[src/hw/rtl/jqe_pkg.sv]
// Package for the JPEG quality estimator: constants, controller state type,
// command and status structs, and the reciprocal table of the standard corner.
// Used by every module in hw/rtl; depends on nothing.
`default_nettype none

package jqe_pkg;

  localparam int RATIO_FRAC_BITS_DEF = 24;

  localparam int QV_W     = 16;
  localparam int IDX_W    = 6;
  localparam int QUAL_W   = 7;
  localparam int COUNT_W  = 5;
  localparam int DIV_W    = 18;  // quotient and divisor width of the shared divider

  localparam logic [QV_W-1:0]    QV_SKIP   = 16'd255;
  localparam logic [COUNT_W-1:0] COUNT_MAX = 5'd31;
  localparam logic [DIV_W-1:0]   Q_LIMIT   = 18'd100;
  localparam logic [DIV_W-1:0]   DIV_NUM   = 18'd5000;
  localparam logic [7:0]         Q_OFFSET  = 8'd200;

  typedef enum logic [3:0] {
    ST_IDLE,
    ST_MUL,
    ST_LASTADD,
    ST_SCALE,
    ST_BIAS,
    ST_DIV1S,
    ST_DIV1W,
    ST_QCHK,
    ST_DIV2S,
    ST_DIV2W
  } state_t;

  typedef enum logic [1:0] {
    OUT_ZERO,
    OUT_HALF,
    OUT_DIV
  } out_sel_t;

  typedef struct packed {
    logic     load;
    logic     mul;
    logic     add;
    logic     scale;
    logic     bias;
    logic     div_start;
    logic     div_sel;    // 0: numerator over count, 1: constant over q
    logic     q_load;
    logic     emit;
    out_sel_t out_sel;
  } cmd_t;

  typedef struct packed {
    logic last;
    logic n_zero;
    logic q_gt;
    logic div_done;
  } status_t;

  // Rounded reciprocal of the standard luminance corner entry k, scaled by
  // 2^frac. Every divisor is a literal, so this folds to a constant table.
  function automatic logic [63:0] recip(input logic [3:0] k, input int frac);
    logic [63:0] one;
    logic [63:0] r;
    one = 64'd1 << frac;
    case (k)
      4'd0:    r = (one + 64'd8)  / 64'd16;
      4'd1:    r = (one + 64'd5)  / 64'd11;
      4'd2:    r = (one + 64'd5)  / 64'd10;
      4'd3:    r = (one + 64'd8)  / 64'd16;
      4'd4:    r = (one + 64'd6)  / 64'd12;
      4'd5:    r = (one + 64'd6)  / 64'd12;
      4'd6:    r = (one + 64'd7)  / 64'd14;
      4'd7:    r = (one + 64'd9)  / 64'd19;
      4'd8:    r = (one + 64'd7)  / 64'd14;
      4'd9:    r = (one + 64'd6)  / 64'd13;
      4'd10:   r = (one + 64'd8)  / 64'd16;
      4'd11:   r = (one + 64'd12) / 64'd24;
      4'd12:   r = (one + 64'd7)  / 64'd14;
      4'd13:   r = (one + 64'd8)  / 64'd17;
      4'd14:   r = (one + 64'd11) / 64'd22;
      default: r = (one + 64'd14) / 64'd29;
    endcase
    return r;
  endfunction

endpackage

`default_nettype wire

[src/hw/rtl/jqe_div.sv]
// Shared iterative restoring divider, one quotient bit per cycle.
// Depends on jqe_pkg for its width.
`default_nettype none

module jqe_div (
  input  wire logic                     clk,
  input  wire logic                     rst_n,
  input  wire logic                     start,
  input  wire logic [jqe_pkg::DIV_W-1:0] dividend,
  input  wire logic [jqe_pkg::DIV_W-1:0] divisor,
  output logic                          done,
  output logic [jqe_pkg::DIV_W-1:0]     quotient
);

  localparam int W  = jqe_pkg::DIV_W;
  localparam int CW = $clog2(W);

  logic          run_r,  run_nxt;
  logic          done_r, done_nxt;
  logic [CW-1:0] cnt_r,  cnt_nxt;
  logic [W-1:0]  dvd_r,  dvd_nxt;
  logic [W-1:0]  dvs_r,  dvs_nxt;
  logic [W-1:0]  rem_r,  rem_nxt;
  logic [W:0]    rem_sh;
  logic [W:0]    rem_sub;
  logic          ge;

  always_comb begin
    rem_sh  = {rem_r, dvd_r[W-1]};
    rem_sub = rem_sh - {1'b0, dvs_r};
    ge      = rem_sh >= {1'b0, dvs_r};
    run_nxt  = run_r;
    done_nxt = 1'b0;
    cnt_nxt  = cnt_r;
    dvd_nxt  = dvd_r;
    dvs_nxt  = dvs_r;
    rem_nxt  = rem_r;
    if (start) begin
      run_nxt = 1'b1;
      cnt_nxt = CW'(W - 1);
      dvd_nxt = dividend;
      dvs_nxt = divisor;
      rem_nxt = '0;
    end else if (run_r) begin
      // The dividend register fills with quotient bits from the bottom.
      rem_nxt = ge ? rem_sub[W-1:0] : rem_sh[W-1:0];
      dvd_nxt = {dvd_r[W-2:0], ge};
      cnt_nxt = cnt_r - 1'b1;
      if (cnt_r == '0) begin
        run_nxt  = 1'b0;
        done_nxt = 1'b1;
      end
    end
  end

  always_ff @(posedge clk) begin
    if (!rst_n) begin
      run_r  <= 1'b0;
      done_r <= 1'b0;
      cnt_r  <= '0;
    end else begin
      run_r  <= run_nxt;
      done_r <= done_nxt;
      cnt_r  <= cnt_nxt;
    end
    dvd_r <= dvd_nxt;
    dvs_r <= dvs_nxt;
    rem_r <= rem_nxt;
  end

  assign done     = done_r;
  assign quotient = dvd_r;

endmodule

`default_nettype wire

[src/hw/rtl/jqe_dp.sv]
// Datapath of the JPEG quality estimator: item registers, ratio multiplier,
// saturating accumulators, numerator build, shared divider and result register.
// Depends on jqe_pkg and jqe_div.
`default_nettype none

module jqe_dp #(
  parameter int RATIO_FRAC_BITS = jqe_pkg::RATIO_FRAC_BITS_DEF
) (
  input  wire logic                            clk,
  input  wire logic                            rst_n,
  input  wire jqe_pkg::cmd_t                   cmd,
  output jqe_pkg::status_t                     status,
  input  wire logic [jqe_pkg::IDX_W-1:0]       entry_index,
  input  wire logic [jqe_pkg::QV_W-1:0]        quant_value,
  input  wire logic                            last_entry,
  output logic [jqe_pkg::QUAL_W-1:0]           quality
);

  localparam int F   = RATIO_FRAC_BITS;
  localparam int RW  = F - 3;       // reciprocals stay below 2^F / 8
  localparam int PW  = RW + 8;      // counted entries are below 255
  localparam int SW  = F + 10;
  localparam int NW  = F + 18;
  localparam int DW  = jqe_pkg::DIV_W;
  localparam int CNW = jqe_pkg::COUNT_W;

  logic [7:0]     qv_r,    qv_nxt;
  logic [3:0]     k_r,     k_nxt;
  logic           addok_r, addok_nxt;
  logic           cntok_r, cntok_nxt;
  logic           last_r,  last_nxt;
  logic [PW-1:0]  prod_r,  prod_nxt;
  logic           inc_r,   inc_nxt;
  logic [SW-1:0]  sum_r,   sum_nxt;
  logic [CNW-1:0] cnt_r,   cnt_nxt;
  logic [NW-1:0]  num_r,   num_nxt;
  logic [DW-1:0]  q_r,     q_nxt;
  logic [jqe_pkg::QUAL_W-1:0] qual_r, qual_nxt;

  logic [63:0]    recip_full;
  logic [RW-1:0]  recip_v;
  logic [SW:0]    sum_wide;
  logic [NW-1:0]  sum_ext;
  logic           in_corner;
  logic [DW-1:0]  div_dvd;
  logic [DW-1:0]  div_dvs;
  logic           div_done;
  logic [DW-1:0]  div_q;
  logic [7:0]     half_v;

  jqe_div u_div (
    .clk      (clk),
    .rst_n    (rst_n),
    .start    (cmd.div_start),
    .dividend (div_dvd),
    .divisor  (div_dvs),
    .done     (div_done),
    .quotient (div_q)
  );

  always_comb begin
    // Row below 4 clears bit 5, column below 4 clears bit 2.
    in_corner  = !entry_index[5] && !entry_index[2];
    recip_full = jqe_pkg::recip(k_r, F);
    recip_v    = recip_full[RW-1:0];
    sum_wide   = {1'b0, sum_r} + {{(SW-PW+1){1'b0}}, prod_r};
    sum_ext    = {{(NW-SW){1'b0}}, sum_r};
    half_v     = (jqe_pkg::Q_OFFSET - q_r[7:0]) >> 1;

    div_dvd = cmd.div_sel ? jqe_pkg::DIV_NUM : num_r[NW-1:F];
    div_dvs = cmd.div_sel ? q_r : {{(DW-CNW){1'b0}}, cnt_r};

    qv_nxt    = qv_r;
    k_nxt     = k_r;
    addok_nxt = addok_r;
    cntok_nxt = cntok_r;
    last_nxt  = last_r;
    prod_nxt  = prod_r;
    inc_nxt   = inc_r;
    sum_nxt   = sum_r;
    cnt_nxt   = cnt_r;
    num_nxt   = num_r;
    q_nxt     = q_r;
    qual_nxt  = qual_r;

    if (cmd.load) begin
      qv_nxt    = quant_value[7:0];
      k_nxt     = {entry_index[4:3], entry_index[1:0]};
      cntok_nxt = in_corner && (quant_value < jqe_pkg::QV_SKIP);
      addok_nxt = in_corner && (quant_value < jqe_pkg::QV_SKIP) && (quant_value > 16'd1);
      last_nxt  = last_entry;
    end
    if (cmd.mul) begin
      prod_nxt = addok_r ? PW'(qv_r * recip_v) : '0;
      inc_nxt  = cntok_r;
    end
    if (cmd.add) begin
      sum_nxt = sum_wide[SW] ? {SW{1'b1}} : sum_wide[SW-1:0];
      if (inc_r && cnt_r != jqe_pkg::COUNT_MAX) begin
        cnt_nxt = cnt_r + 1'b1;
      end
    end
    if (cmd.scale) begin
      // Times 100 as 64 + 32 + 4.
      num_nxt = (sum_ext << 6) + (sum_ext << 5) + (sum_ext << 2);
    end
    if (cmd.bias) begin
      num_nxt = num_r + ({{(NW-CNW){1'b0}}, cnt_r} << (F - 1));
    end
    if (cmd.q_load) begin
      q_nxt = div_q;
    end
    if (cmd.emit) begin
      case (cmd.out_sel)
        jqe_pkg::OUT_HALF: qual_nxt = half_v[jqe_pkg::QUAL_W-1:0];
        jqe_pkg::OUT_DIV:  qual_nxt = div_q[jqe_pkg::QUAL_W-1:0];
        default:           qual_nxt = '0;
      endcase
      sum_nxt = '0;
      cnt_nxt = '0;
    end
  end

  always_ff @(posedge clk) begin
    if (!rst_n) begin
      sum_r <= '0;
      cnt_r <= '0;
    end else begin
      sum_r <= sum_nxt;
      cnt_r <= cnt_nxt;
    end
    qv_r    <= qv_nxt;
    k_r     <= k_nxt;
    addok_r <= addok_nxt;
    cntok_r <= cntok_nxt;
    last_r  <= last_nxt;
    prod_r  <= prod_nxt;
    inc_r   <= inc_nxt;
    num_r   <= num_nxt;
    q_r     <= q_nxt;
    qual_r  <= qual_nxt;
  end

  always_comb begin
    status.last     = last_r;
    status.n_zero   = (cnt_r == '0);
    status.q_gt     = (q_r > jqe_pkg::Q_LIMIT);
    status.div_done = div_done;
  end

  assign quality = qual_r;

endmodule

`default_nettype wire

[src/hw/rtl/jqe_ctrl.sv]
// Controller of the JPEG quality estimator: sequences multiply, accumulate
// and the end-of-table estimate. Depends on jqe_pkg.
`default_nettype none

module jqe_ctrl (
  input  wire logic                 clk,
  input  wire logic                 rst_n,
  input  wire logic                 start,
  output logic                      busy,
  output logic                      out_valid,
  output jqe_pkg::cmd_t             cmd,
  input  wire jqe_pkg::status_t     status
);

  jqe_pkg::state_t state_r, state_nxt;
  logic            pend_r,  pend_nxt;
  logic            oval_r,  oval_nxt;

  always_comb begin
    state_nxt = state_r;
    pend_nxt  = 1'b0;
    oval_nxt  = 1'b0;
    cmd       = '0;
    busy      = (state_r != jqe_pkg::ST_IDLE);

    case (state_r)
      jqe_pkg::ST_IDLE: begin
        // The previous word's sum update overlaps the next accept.
        cmd.add = pend_r;
        if (start) begin
          cmd.load  = 1'b1;
          state_nxt = jqe_pkg::ST_MUL;
        end
      end
      jqe_pkg::ST_MUL: begin
        cmd.mul = 1'b1;
        if (status.last) begin
          state_nxt = jqe_pkg::ST_LASTADD;
        end else begin
          pend_nxt  = 1'b1;
          state_nxt = jqe_pkg::ST_IDLE;
        end
      end
      jqe_pkg::ST_LASTADD: begin
        cmd.add   = 1'b1;
        state_nxt = jqe_pkg::ST_SCALE;
      end
      jqe_pkg::ST_SCALE: begin
        cmd.scale = 1'b1;
        state_nxt = jqe_pkg::ST_BIAS;
      end
      jqe_pkg::ST_BIAS: begin
        cmd.bias  = 1'b1;
        state_nxt = jqe_pkg::ST_DIV1S;
      end
      jqe_pkg::ST_DIV1S: begin
        cmd.div_start = 1'b1;
        state_nxt     = jqe_pkg::ST_DIV1W;
      end
      jqe_pkg::ST_DIV1W: begin
        if (status.div_done) begin
          cmd.q_load = 1'b1;
          state_nxt  = jqe_pkg::ST_QCHK;
        end
      end
      jqe_pkg::ST_QCHK: begin
        if (status.n_zero) begin
          cmd.emit    = 1'b1;
          cmd.out_sel = jqe_pkg::OUT_ZERO;
          oval_nxt    = 1'b1;
          state_nxt   = jqe_pkg::ST_IDLE;
        end else if (status.q_gt) begin
          state_nxt = jqe_pkg::ST_DIV2S;
        end else begin
          cmd.emit    = 1'b1;
          cmd.out_sel = jqe_pkg::OUT_HALF;
          oval_nxt    = 1'b1;
          state_nxt   = jqe_pkg::ST_IDLE;
        end
      end
      jqe_pkg::ST_DIV2S: begin
        cmd.div_start = 1'b1;
        cmd.div_sel   = 1'b1;
        state_nxt     = jqe_pkg::ST_DIV2W;
      end
      jqe_pkg::ST_DIV2W: begin
        if (status.div_done) begin
          cmd.emit    = 1'b1;
          cmd.out_sel = jqe_pkg::OUT_DIV;
          oval_nxt    = 1'b1;
          state_nxt   = jqe_pkg::ST_IDLE;
        end
      end
      default: begin
        state_nxt = jqe_pkg::ST_IDLE;
      end
    endcase
  end

  always_ff @(posedge clk) begin
    if (!rst_n) begin
      state_r <= jqe_pkg::ST_IDLE;
      pend_r  <= 1'b0;
      oval_r  <= 1'b0;
    end else begin
      state_r <= state_nxt;
      pend_r  <= pend_nxt;
      oval_r  <= oval_nxt;
    end
  end

  assign out_valid = oval_r;

endmodule

`default_nettype wire

[src/hw/rtl/jpeg_quality_estimator_unit.sv]
// Top level of the JPEG quality estimator: controller plus datapath.
// Depends on jqe_pkg, jqe_ctrl, jqe_dp (and jqe_div below it).
//
// Usage: feed the 64 luminance quantization entries of one table, one word
// per accept (start high while busy is low), with in_entry_index, in_quant_value
// and in_last_entry. Only the 4x4 low-frequency corner contributes; entries of
// 255 or more are skipped.
// A word that is not last passes through the accept, then the ratio multiply;
// busy is high in the multiply cycle and the sum update overlaps the next
// accept. After the last word the estimate follows the last add, the scale,
// the bias and the first division; a second division follows when the rounded
// average exceeds 100. Each of the one or two divisions runs on the shared
// one-bit-per-cycle divider.
// The result shows on out_quality with out_valid high for one cycle; the
// receiver cannot stall, so it must take the word in that cycle.
// Emitting the result clears the accumulators for the next table.
// Reset (rst_n low, synchronous) returns to idle with empty accumulators.
`default_nettype none

module jpeg_quality_estimator_unit #(
  parameter int RATIO_FRAC_BITS = jqe_pkg::RATIO_FRAC_BITS_DEF
) (
  input  wire logic                        clk,
  input  wire logic                        rst_n,
  input  wire logic                        start,
  output logic                             busy,
  input  wire logic [jqe_pkg::IDX_W-1:0]   in_entry_index,
  input  wire logic [jqe_pkg::QV_W-1:0]    in_quant_value,
  input  wire logic                        in_last_entry,
  output logic                             out_valid,
  output logic [jqe_pkg::QUAL_W-1:0]       out_quality
);

  jqe_pkg::cmd_t    cmd;
  jqe_pkg::status_t status;

  jqe_ctrl u_ctrl (
    .clk       (clk),
    .rst_n     (rst_n),
    .start     (start),
    .busy      (busy),
    .out_valid (out_valid),
    .cmd       (cmd),
    .status    (status)
  );

  jqe_dp #(
    .RATIO_FRAC_BITS (RATIO_FRAC_BITS)
  ) u_dp (
    .clk         (clk),
    .rst_n       (rst_n),
    .cmd         (cmd),
    .status      (status),
    .entry_index (in_entry_index),
    .quant_value (in_quant_value),
    .last_entry  (in_last_entry),
    .quality     (out_quality)
  );

endmodule

`default_nettype wire
[config.mk]
export PLATFORM = sky130hd
export DESIGN_NAME = jpeg_quality_estimator_unit
export DESIGN_NICKNAME = d
export VERILOG_FILES = /design/src/hw/rtl/jqe_pkg.sv /design/src/hw/rtl/jqe_div.sv /design/src/hw/rtl/jqe_dp.sv /design/src/hw/rtl/jqe_ctrl.sv /design/src/hw/rtl/jpeg_quality_estimator_unit.sv
export SDC_FILE = /design/constraint.sdc
export NUM_CORES = 1
export LEC_CHECK = 0
export BUFFER_PORTS_ARGS = -buffer_cell sky130_fd_sc_hd__buf_2
export CORE_MARGIN = 2
export CORE_UTILIZATION = 60
export CTS_BUF_LIST = sky130_fd_sc_hd__clkbuf_8
export CTS_CLUSTER_DIAMETER = 100
export DETAILED_ROUTE_END_ITERATION = 7
export PLACE_DENSITY = 0.77
export SLEW_MARGIN = 20
export SYNTH_ARGS = -nofsm -noshare
export SYNTH_HDL_FRONTEND = slang
export SYNTH_SLANG_ARGS = --single-unit
[constraint.sdc]
create_clock -name clk -period 9.9 [get_ports clk]
set_input_delay 1.98 -clock clk [delete_from_list [all_inputs] [get_ports clk]]
set_output_delay 1.98 -clock clk [all_outputs]
set_load 0.005 [all_outputs]
==> impl_metrics.tcl, run 1 <==
set metrics [dict create \
    cap_violations 0 \
    gp_congestion 0.912 \
    num-nets-final 2463 \
    dp_hpwl_um 35800 \
    synth.top_cell.area_share_pct 19.5 \
    dieWidth_um 183 \
    cp_max_fo 21 \
    drt_wl_total_um 46800 \
    grt_pass1_vias 15800 \
    worstSetupStartpointType "flop" \
    track_usage_pct 28.4 \
    synth_xor_area_share_pct 4.68 \
    rsz0062_at_grt "no" \
    setup_viol 0 \
    synth-edff-count 125 \
    fillCellCount 2580 \
    rrSetupSlack_ns 4.06 \
    route.vias.total 15800 \
    p_sw_share_pct 45.3 \
    cts_sinks 216 \
    cts_root_buffer "clkbuf_8" \
    n_antenna_cell 0 \
    synth_nets 2442 \
    wl_per_cell_um 18.2 \
    clkTransAtPathRegs_ns 0.07 \
    min_to "u_dp.inc_r" \
    antenna_found_initial 0 \
    p_leak_nw 9.25 \
    worst_slack_ns 4.06 \
    ys_types 83 \
    finalMaxSlewViolations 0 \
    io_pins 35 \
    ff2ff_path_depth 16 \
    status "complete, no violations" \
    drc 0 \
    cts_hold_buf 0 \
    endpoint_kind "flop" \
    postCtsSetupBuffers 0 \
    synthCells 2118 \
    period_needed_ns 5.84 \
    fp-row-count 65 \
    cts_tree "built" \
    p_int_mw 2.89 \
    pre_cts_ws_ns 4.08 \
    synth_compound_area_share_pct 18.9 \
    hold_violations 0 \
    die_height_um 183 \
    rr_startpoint "u_dp.qv_r[3]" \
    ys_ff_latch 216 \
    synth.area.mux_share_pct 0.960 \
    tns_ns 0 \
    drive_above_1_share_pct 6.27 \
    yosysMostFrequentCell "inv_1" \
    rr_endpoint "u_dp.prod_r[18]" \
    synth-simple-area-share_pct 17.3 \
    ir_drop_uv 631 \
    crit_arrival_ns 6.16 \
    max-slew-margin-rel_pct 30.7 \
    grt_max_degree 53 \
    syn_to_final_growth_pct 6.69 \
    timing_worst_setup_path_type "reg -> reg" \
    hp-start "u_dp.cntok_r" \
    numCtsBuffers 41 \
    whs_ns 0.441 \
    cts_resized 0 \
    place_area_um2 19800 \
    clk_latency_ns 0.57 \
    async_flop_share_pct 0 \
    yosys-top-cells-area "edfxtp_1 19%, fa_1 12%, ha_1 12%" \
    grt-ovfl-total 0 \
    yosys.area_share.adder_pct 23.9 \
    grt_pass1_wl_um 77400 \
    drt-initial-drc-count 1268 \
    holdPathStages 0 \
    post-route-util_pct 65.1 \
    fin_area_um2 20600 \
    clk_path_buf_depth 3 \
    dr.pass1.iters 8 \
    avgSynthCellArea_um2 9.11 \
    p_clk_share_pct 15.9 \
    synth_top_family_by_area "adder cells" \
    p_per_area_nw_per_um2 256 \
    finClkSkew_ns 0.0320 \
    htreeDepth 2 \
    yosys.area.top_type "edfxtp_1" \
    synth_commonest_cells "203 x inv_1, 180 x ha_1, 160 x nand2_1" \
    max_freq_mhz 171 \
    required_ns 10.22 \
    numPortBuffers 34 \
    ys.flop_type "edfxtp_1" \
    final_antenna_net_count 0 \
    ys_warn_count 0 \
    seqPwrFrac_pct 23.2 \
    die_area_um2 33600 \
    drt-vias-per-instance 6.15 \
    pwr-share-comb_pct 60.8 \
    power.switching_mw 2.39 \
    min_period_over_period_pct 59.0 \
    tightestPinTransition_ns 1.04 \
    hp-class "reg -> reg" \
    start_util_pct 61.0 \
    design.core.area_um2 31600 \
    syn_area_um2 19300 \
    seq_area_frac_synth_pct 28.9 \
]
[worst max-delay path by stage]
stage | from | end | slack (ns) | depth (start not counted)
6_report | u_dp.qv_r[3] | u_dp.prod_r[18] | 4.06 | 16
5_1_grt | u_dp.qv_r[3] | u_dp.prod_r[18] | 3.64 | 17
4_1_cts | u_dp.qv_r[4] | u_dp.prod_r[18] | 4.09 | 16
3_5_place_dp | u_dp.qv_r[4] | u_dp.prod_r[18] | 4.08 | 16
3_3_place_gp | u_dp.qv_r[4] | u_dp.prod_r[18] | 4.19 | 16
2_1_floorplan | u_dp.qv_r[7] | u_dp.prod_r[18] | 4.64 | 17
[per-stage QoR]
| stage | cells | total power, mW |
|---|---|---|
| global route | 2572 | 5.77 |
| finish | 2572 | 5.28 |
| detailed placement | 2498 | 4.43 |
| global placement | 2498 | 4.35 |
| CTS | 2572 | 5.29 |
| floorplan | 2118 | 3.68 |
[final cells by class]
cell class	count	area (µm²)	area share, %
Tap cell	402	503	2.44
Timing Repair Buffer	45	253	1.23
Clock inverter	31	176	0.857
Multi-Input combinational cell	1631	12700	61.8
Clock buffer	43	592	2.88
Sequential cell	216	5580	27.1
Inverter	204	766	3.72
[layout by cell type, fill, tap and decap left out, types with 29 or more instances in the layout]
master and instances:
a211oi_1 29, a21o_1 51, a21oi_1 134, a31oi_1 32, and2_1 140, buf_2 34
clkbuf_8 43, dfxtp_1 90, edfxtp_1 125, fa_1 118, ha_1 180, inv_1 216
nand2_1 160, nand3_1 31, nor2_1 124, nor3_1 44, o21a_1 31, o21ai_0 112
xnor2_1 55, xor2_1 48
[cells by family (layout without fill, tap and decap cells)]
group | after synthesis | count (layout)
adder cells (fa/ha/maj) | 298 | 298
AO/OA/AOI/OAI | 560 | 560
flip-flops | 216 | 216
multiplexers | 18 | 18
AND/OR/NAND/NOR | 652 | 652
buffers and inverters | 271 | 323
XOR/XNOR | 103 | 103
[metal layers]
| metal | wire, µm | global-route usage (%) | part of all wire (%) |
|---|---|---|---|
| met1 | 19800 | 36.3 | 42 |
| met2 | 23300 | 49.5 | 50 |
| met3 | 2220 | 3.36 | 4.7 |
| met4 | 1520 | 10.6 | 3.2 |
| met5 | 0 | 0 | 0 |
[flip-flops by register name, summed over array words and instances, names as in the netlist]
name                 flops
u_dp.sum_r              34
u_dp.prod_r             29
u_dp.recip_full         21
u_dp.num_r              19
u_dp.q_r                18
u_dp.u_div.dvs_r        18
u_dp.u_div.quotient     18
u_dp.u_div.rem_r        18
u_dp.qv_r                8
u_dp.quality             7
u_dp.cnt_r               5
u_dp.u_div.cnt_r         5
u_ctrl.state_r           4
u_dp.k_r                 4
u_ctrl.out_valid         1
u_ctrl.pend_r            1
u_dp.addok_r             1
u_dp.cntok_r             1
u_dp.inc_r               1
u_dp.last_r              1
u_dp.u_div.done          1
u_dp.u_div.run_r         1
[worst max-delay path, stage by stage (launching register included)]
cell and delay, ns:
edfxtp_1 0.82, nand2_1 0.17, fa_1 0.50, fa_1 0.49, inv_1 0.06, fa_1 0.54
inv_1 0.06, fa_1 0.52, inv_1 0.04, ha_1 0.22, or3_1 0.39, a211oi_1 0.32
nor3b_1 0.17, o31a_1 0.34, o311a_1 0.34, o31a_1 0.29, a311o_1 0.34
[power by group through the flow]
stage | registers, mW | logic, mW | clock network [mW]
after floorplan | 1.17 | 2.50 | 0
after global placement | 1.24 | 3.11 | 0
after detailed placement | 1.24 | 3.19 | 0
after CTS | 1.22 | 3.21 | 0.852
after global routing | 1.23 | 3.64 | 0.892
final | 1.23 | 3.21 | 0.841
No activity file was read; power rests on OpenSTA's default activity.
==> run 2: changes to the inputs <==
- clock period: 9.9 -> 5.71 ns (I/O delays scaled with it)
==> run 2 against run 1 <==
Effect of this change: combinational power increased by 70%; non-clock buffer count increased by 9; clock power rose by 91%; utilization up 0.47 points; global-route usage fell by 1.0 points; total power increased by 74%; register-to-register slack worse by 3.9 ns; first-iteration DRC count down 16%; critical path type unchanged; critical endpoint unchanged.
==> impl_metrics.tcl, run 2 (synthesis gave the netlist of run 1 again) <==
set metrics [dict create \
    worst_slack_ns 0.198 \
    cp_max_fo 7 \
    clk_latency_ns 0.56 \
    rr_endpoint "u_dp.prod_r[18]" \
    grt_max_degree 53 \
    endpoint_kind "flop" \
    slowest_stage "fa_1" \
    fp-row-count 65 \
    whs_ns 0.452 \
    period_needed_ns 5.51 \
    min_period_over_period_pct 96.5 \
    tightestPinTransition_ns 1.11 \
    finalMaxSlewViolations 0 \
    final_cell_mix "213 x inv_1, 180 x ha_1, 160 x nand2_1, 140 x and2_1, 133 x a21oi_1" \
    worstPathCellList "and2_1, fa_1, fa_1, fa_1, inv_1, fa_1, inv_1, ha_1, or3_1, a211oi_1, nor3b_1, o31a_1, o311a_1, o31a_1, a311o_1" \
    drc 0 \
    syn_to_final_growth_pct 7.46 \
    max-slew-margin-rel_pct 26.0 \
    timing_worst_setup_path_type "reg -> reg" \
    hp-start "u_dp.u_div.quotient[9]" \
    drt-vias-per-instance 6.13 \
    n_antenna_cell 0 \
    critPathMaxStageDelay_ns 0.55 \
    tns_ns 0 \
    rrSetupSlack_ns 0.20 \
    route.vias.total 15800 \
    holdPathStages 0 \
    hold_violations 0 \
    numCtsBuffers 39 \
    cap_violations 0 \
    grt_pass1_vias 15500 \
    cts_resized 0 \
    dp_hpwl_um 35400 \
    power.total_mw 9.17 \
    grt-ovfl-total 0 \
    fin_cells 2577 \
    postCtsSetupBuffers 0 \
    cts_hold_buf 0 \
    dpl.cell_count 2507 \
    cts_root_buffer "clkbuf_8" \
    pre_cts_ws_ns 0.259 \
    status "complete, no violations" \
    hp-class "reg -> reg" \
    drt-initial-drc-count 1066 \
    htreeDepth 2 \
    layout.cells.most_common "inv_1" \
    num-nets-final 2470 \
    min_to "u_dp.q_r[9]" \
    cts_tree "built" \
    clkTransAtPathRegs_ns 0.06 \
    max_freq_mhz 181 \
    p_leak_nw 9.31 \
    drt_wl_total_um 45800 \
    required_ns 6.01 \
    dieWidth_um 183 \
    ff2ff_path_depth 15 \
    clk_path_buf_depth 3 \
    die_height_um 183 \
    crit_top_cell "fa_1" \
    track_usage_pct 27.4 \
    start_util_pct 61.0 \
    largest_reg_flops 34 \
    post-route-util_pct 65.5 \
    wl_per_cell_um 17.8 \
    rsz0062_at_grt "no" \
    design.core.area_um2 31600 \
    p_per_area_nw_per_um2 442 \
    worstSetupStartpointType "flop" \
    setup_viol 0 \
    regMostFlops "u_dp.sum_r" \
    place_area_um2 19900 \
    numPortBuffers 34 \
    drive_above_1_share_pct 6.62 \
    antenna_found_initial 0 \
    fin_area_um2 20700 \
    cts_sinks 216 \
    crit_arrival_ns 5.81 \
    dr.pass1.iters 5 \
    final_antenna_net_count 0 \
    crit_start "u_dp.qv_r[4]" \
    fillCellCount 2571 \
    finClkSkew_ns 0.0224 \
    ir_drop_uv 579 \
    grt_pass1_wl_um 74700 \
    die_area_um2 33600 \
    io_pins 35 \
    rr_startpoint "u_dp.qv_r[4]" \
    gp_congestion 0.902 \
]
-- run 2: cell types whose count changed in the layout (fill, tap and decap cells not counted), sizes merged --
cell      previous run  this run
inv                219       216
clkinvlp             2         1
buf                 45        54
bufinv               1         5
clkinv              13         9
-- run 2: worst max-delay path by stage --
stage / endpoint / depth (start not counted)
after detailed placement: u_dp.prod_r[18] / 15
after global routing: u_dp.prod_r[18] / 15
after CTS: u_dp.prod_r[18] / 15
after global placement: u_dp.prod_r[18] / 15
final: u_dp.prod_r[18] / 15
after floorplan: u_dp.prod_r[18] / 17
-- run 2: where the power goes --
group | internal (mW) | leakage, nW | switching [mW] | total (mW)
sequential | 1.92 | 1.93 | 0.187 | 2.10
clock | 0.925 | 0.466 | 0.683 | 1.61
combinational | 2.33 | 6.92 | 3.13 | 5.46
total | 5.17 | 9.31 | 4.00 | 9.17
-- run 2: critical path, delay by kind of cell, from the launching register on --
kind	cells	cell delay [ns]
AO/OA/AOI/OAI	5	1.61
adder cells (fa/ha/maj)	5	2.27
AND/OR/NAND/NOR	3	0.80
buffers and inverters	2	0.09
flip-flops	1	0.49
-- run 2: area by class of cell --
| cell class | instances | area [µm²] | area share [%] |
|---|---|---|---|
| multi-input cells | 1631 | 12700 | 61.4 |
| inverters | 204 | 766 | 3.69 |
| clock inverters | 27 | 253 | 1.22 |
| well taps | 402 | 503 | 2.43 |
| clock buffers | 43 | 592 | 2.85 |
| flip-flops and latches | 216 | 5580 | 26.9 |
| repair buffers | 54 | 320 | 1.54 |
-- run 2: layer usage --
| metal | wire (µm) | up-vias | part of all wire [%] | global-route usage [%] |
|---|---|---|---|---|
| li1 | - | 7585 | - | - |
| met1 | 19100 | 7667 | 42 | 33.5 |
| met2 | 23100 | 432 | 50 | 49.0 |
| met3 | 2110 | 101 | 4.6 | 3.46 |
| met4 | 1480 | 0 | 3.2 | 10.9 |
| met5 | 0 | - | 0 | 0 |
==> run 3: changes to the inputs <==
- BUFFER_PORTS_ARGS: -buffer_cell sky130_fd_sc_hd__buf_2 -> not set
- CORE_UTILIZATION: 60 -> 50
- DONT_BUFFER_PORTS: not set -> 1
- PLACE_DENSITY: 0.77 -> not set
- SLEW_MARGIN: 20 -> 10
==> run 3 against run 2 <==
Effect of this change: first-iteration DRC count shrank 18%; clock skew grew 0.022 ns; register-to-register slack gained 0.15 ns; count of clock-buffer cells in the layout grew 3; clock power shrank 6%; worst setup slack gained 0.15 ns; sequential share of layout area grew 0.088 points; combinational power is essentially flat; design area shrank 0.33%; sequential power is essentially flat; flip-flop and latch count is the same; critical endpoint unchanged.
==> impl_metrics.tcl, run 3 (synthesis gave the netlist of run 1 again) <==
set metrics [dict create \
    post-route-util_pct 54.6 \
    power.total_mw 9.06 \
    die_area_um2 40200 \
    rr_startpoint "u_dp.qv_r[4]" \
    dp_hpwl_um 36300 \
    timing_worst_setup_path_type "reg -> reg" \
    rrSetupSlack_ns 0.34 \
    status "complete, no violations" \
    hp-start "u_dp.u_div.quotient[9]" \
    hold_violations 0 \
    setup_viol 0 \
    p_leak_nw 9.19 \
    design.core.area_um2 37800 \
    dpl.cell_count 2584 \
    cts_sinks 216 \
    rr_endpoint "u_dp.prod_r[18]" \
    route.vias.total 15300 \
    wl_per_cell_um 17.6 \
    n_antenna_cell 0 \
    htreeDepth 2 \
    clk_path_buf_depth 3 \
    min_to "u_dp.q_r[9]" \
    numPortBuffers 0 \
    final_cell_mix "215 x inv_1, 180 x ha_1, 160 x nand2_1, 140 x and2_1, 133 x a21oi_1" \
    grt_pass1_wl_um 77800 \
    regMostFlops "u_dp.sum_r" \
    required_ns 6.05 \
    ff2ff_path_depth 15 \
    final_antenna_net_count 0 \
    clkTransAtPathRegs_ns 0.06 \
    ir_drop_uv 564 \
    slowest_stage "fa_1" \
    min_period_over_period_pct 94.0 \
    p_per_area_nw_per_um2 438 \
    holdPathStages 0 \
    cts_tree "built" \
    track_usage_pct 23.5 \
    rsz0062_at_grt "no" \
    crit_top_cell "fa_1" \
    hp-class "reg -> reg" \
    worstPathCellList "and2_1, fa_1, fa_1, fa_1, inv_1, fa_1, inv_1, ha_1, or3_1, a211oi_2, nor3b_1, o31a_1, o311a_1, o31a_1, a311o_1" \
    worstSetupStartpointType "flop" \
    die_height_um 200 \
    cts_resized 0 \
    finalMaxSlewViolations 0 \
    endpoint_kind "flop" \
    drc 0 \
    crit_arrival_ns 5.71 \
    largest_reg_flops 34 \
    grt-ovfl-total 0 \
    clk_latency_ns 0.60 \
    tns_ns 0 \
    drt-initial-drc-count 877 \
    multiInputGateArea_um2 12700 \
    numCtsBuffers 41 \
    cts_root_buffer "clkbuf_8" \
    max-slew-margin-rel_pct 21.6 \
    start_util_pct 51.0 \
    period_needed_ns 5.37 \
    syn_to_final_growth_pct 7.11 \
    fillCellCount 3537 \
    antenna_found_initial 0 \
    postCtsSetupBuffers 0 \
    cts_hold_buf 0 \
    grt_max_degree 53 \
    cap_violations 0 \
    tightestPinTransition_ns 1.17 \
    drive_above_1_share_pct 5.13 \
    max_freq_mhz 186 \
    dr.pass1.iters 5 \
    num-nets-final 2440 \
    cp_max_fo 7 \
    critPathMaxStageDelay_ns 0.55 \
    drt_wl_total_um 46800 \
    io_pins 35 \
    seq_area_um2 5580 \
    gp_congestion 0.860 \
    fp-row-count 71 \
    grt_pass1_vias 15300 \
    dieWidth_um 200 \
    layout.cells.most_common "inv_1" \
    fin_cells 2657 \
    finClkSkew_ns 0.0443 \
    drt-vias-per-instance 5.77 \
]
run 3: cell types whose count changed in the layout (fill, tap and decap cells not counted), moves of 2 or more:
cell,delta
buf_2,-34
buf_4,+2
bufinv_16,-3
clkbuf_8,+3
clkinv_1,+3
inv_1,+2
inv_6,-2
run 3: final cells by class:
type | instances | area share (%)
multi-input cells | 1631 | 61.5
repair buffers | 22 | 0.799
clock inverters | 27 | 0.829
well taps | 511 | 3.09
inverters | 204 | 3.71
clock buffers | 46 | 3.06
flip-flops and latches | 216 | 27.0
run 3: worst max-delay path by stage:
| stage | from | end | slack (ns) | cells after the start |
|---|---|---|---|---|
| floorplan | u_dp.qv_r[7] | u_dp.prod_r[18] | 0.45 | 17 |
| detailed placement | u_dp.qv_r[4] | u_dp.prod_r[18] | 0.19 | 15 |
| finish | u_dp.qv_r[4] | u_dp.prod_r[18] | 0.34 | 15 |
| global placement | u_dp.qv_r[4] | u_dp.prod_r[18] | 0.31 | 15 |
| global route | u_dp.sum_r[1] | u_dp.num_r[41] | 0.06 | 21 |
| CTS | u_dp.qv_r[4] | u_dp.prod_r[18] | 0.22 | 15 |
run 3: where the power goes:
part	internal (mW)	switching (mW)	total, mW	leakage [nW]
Sequential	1.91	0.185	2.10	1.93
Combinational	2.33	3.12	5.45	6.80
Clock	0.830	0.681	1.51	0.458
Total	5.07	3.98	9.06	9.19
run 3: per-layer routing:
metal / up-vias / share of wire, % / routed length, µm / GRT usage [%]
li1: 7522 / - / - / -
met1: 7490 / 45 / 20800 / 30.1
met2: 258 / 50 / 23300 / 41.6
met3: 69 / 3.3 / 1560 / 3.39
met4: 0 / 2.2 / 1050 / 6.40
met5: - / 0 / 0 / 0
run 3: metrics by stage:
step           setup WS, ns  cell area (µm²)  hold WS (ns)
6_report              0.344            20700         0.452
3_3_place_gp          0.310            19900         0.445
4_1_cts               0.217            20700         0.454
2_1_floorplan         0.450            19300         0.400
3_5_place_dp          0.192            19900         0.437
5_1_grt              0.0650            20700         0.469
run 3: worst max-delay path, delay by kind of cell (launching register included):
family / cells / cell delay [ns]
AOI/OAI and AO/OA: 5 / 1.53
buffers and inverters: 2 / 0.09
DFF: 1 / 0.48
and+or+nand+nor: 3 / 0.77
adders and majority gates: 5 / 2.28
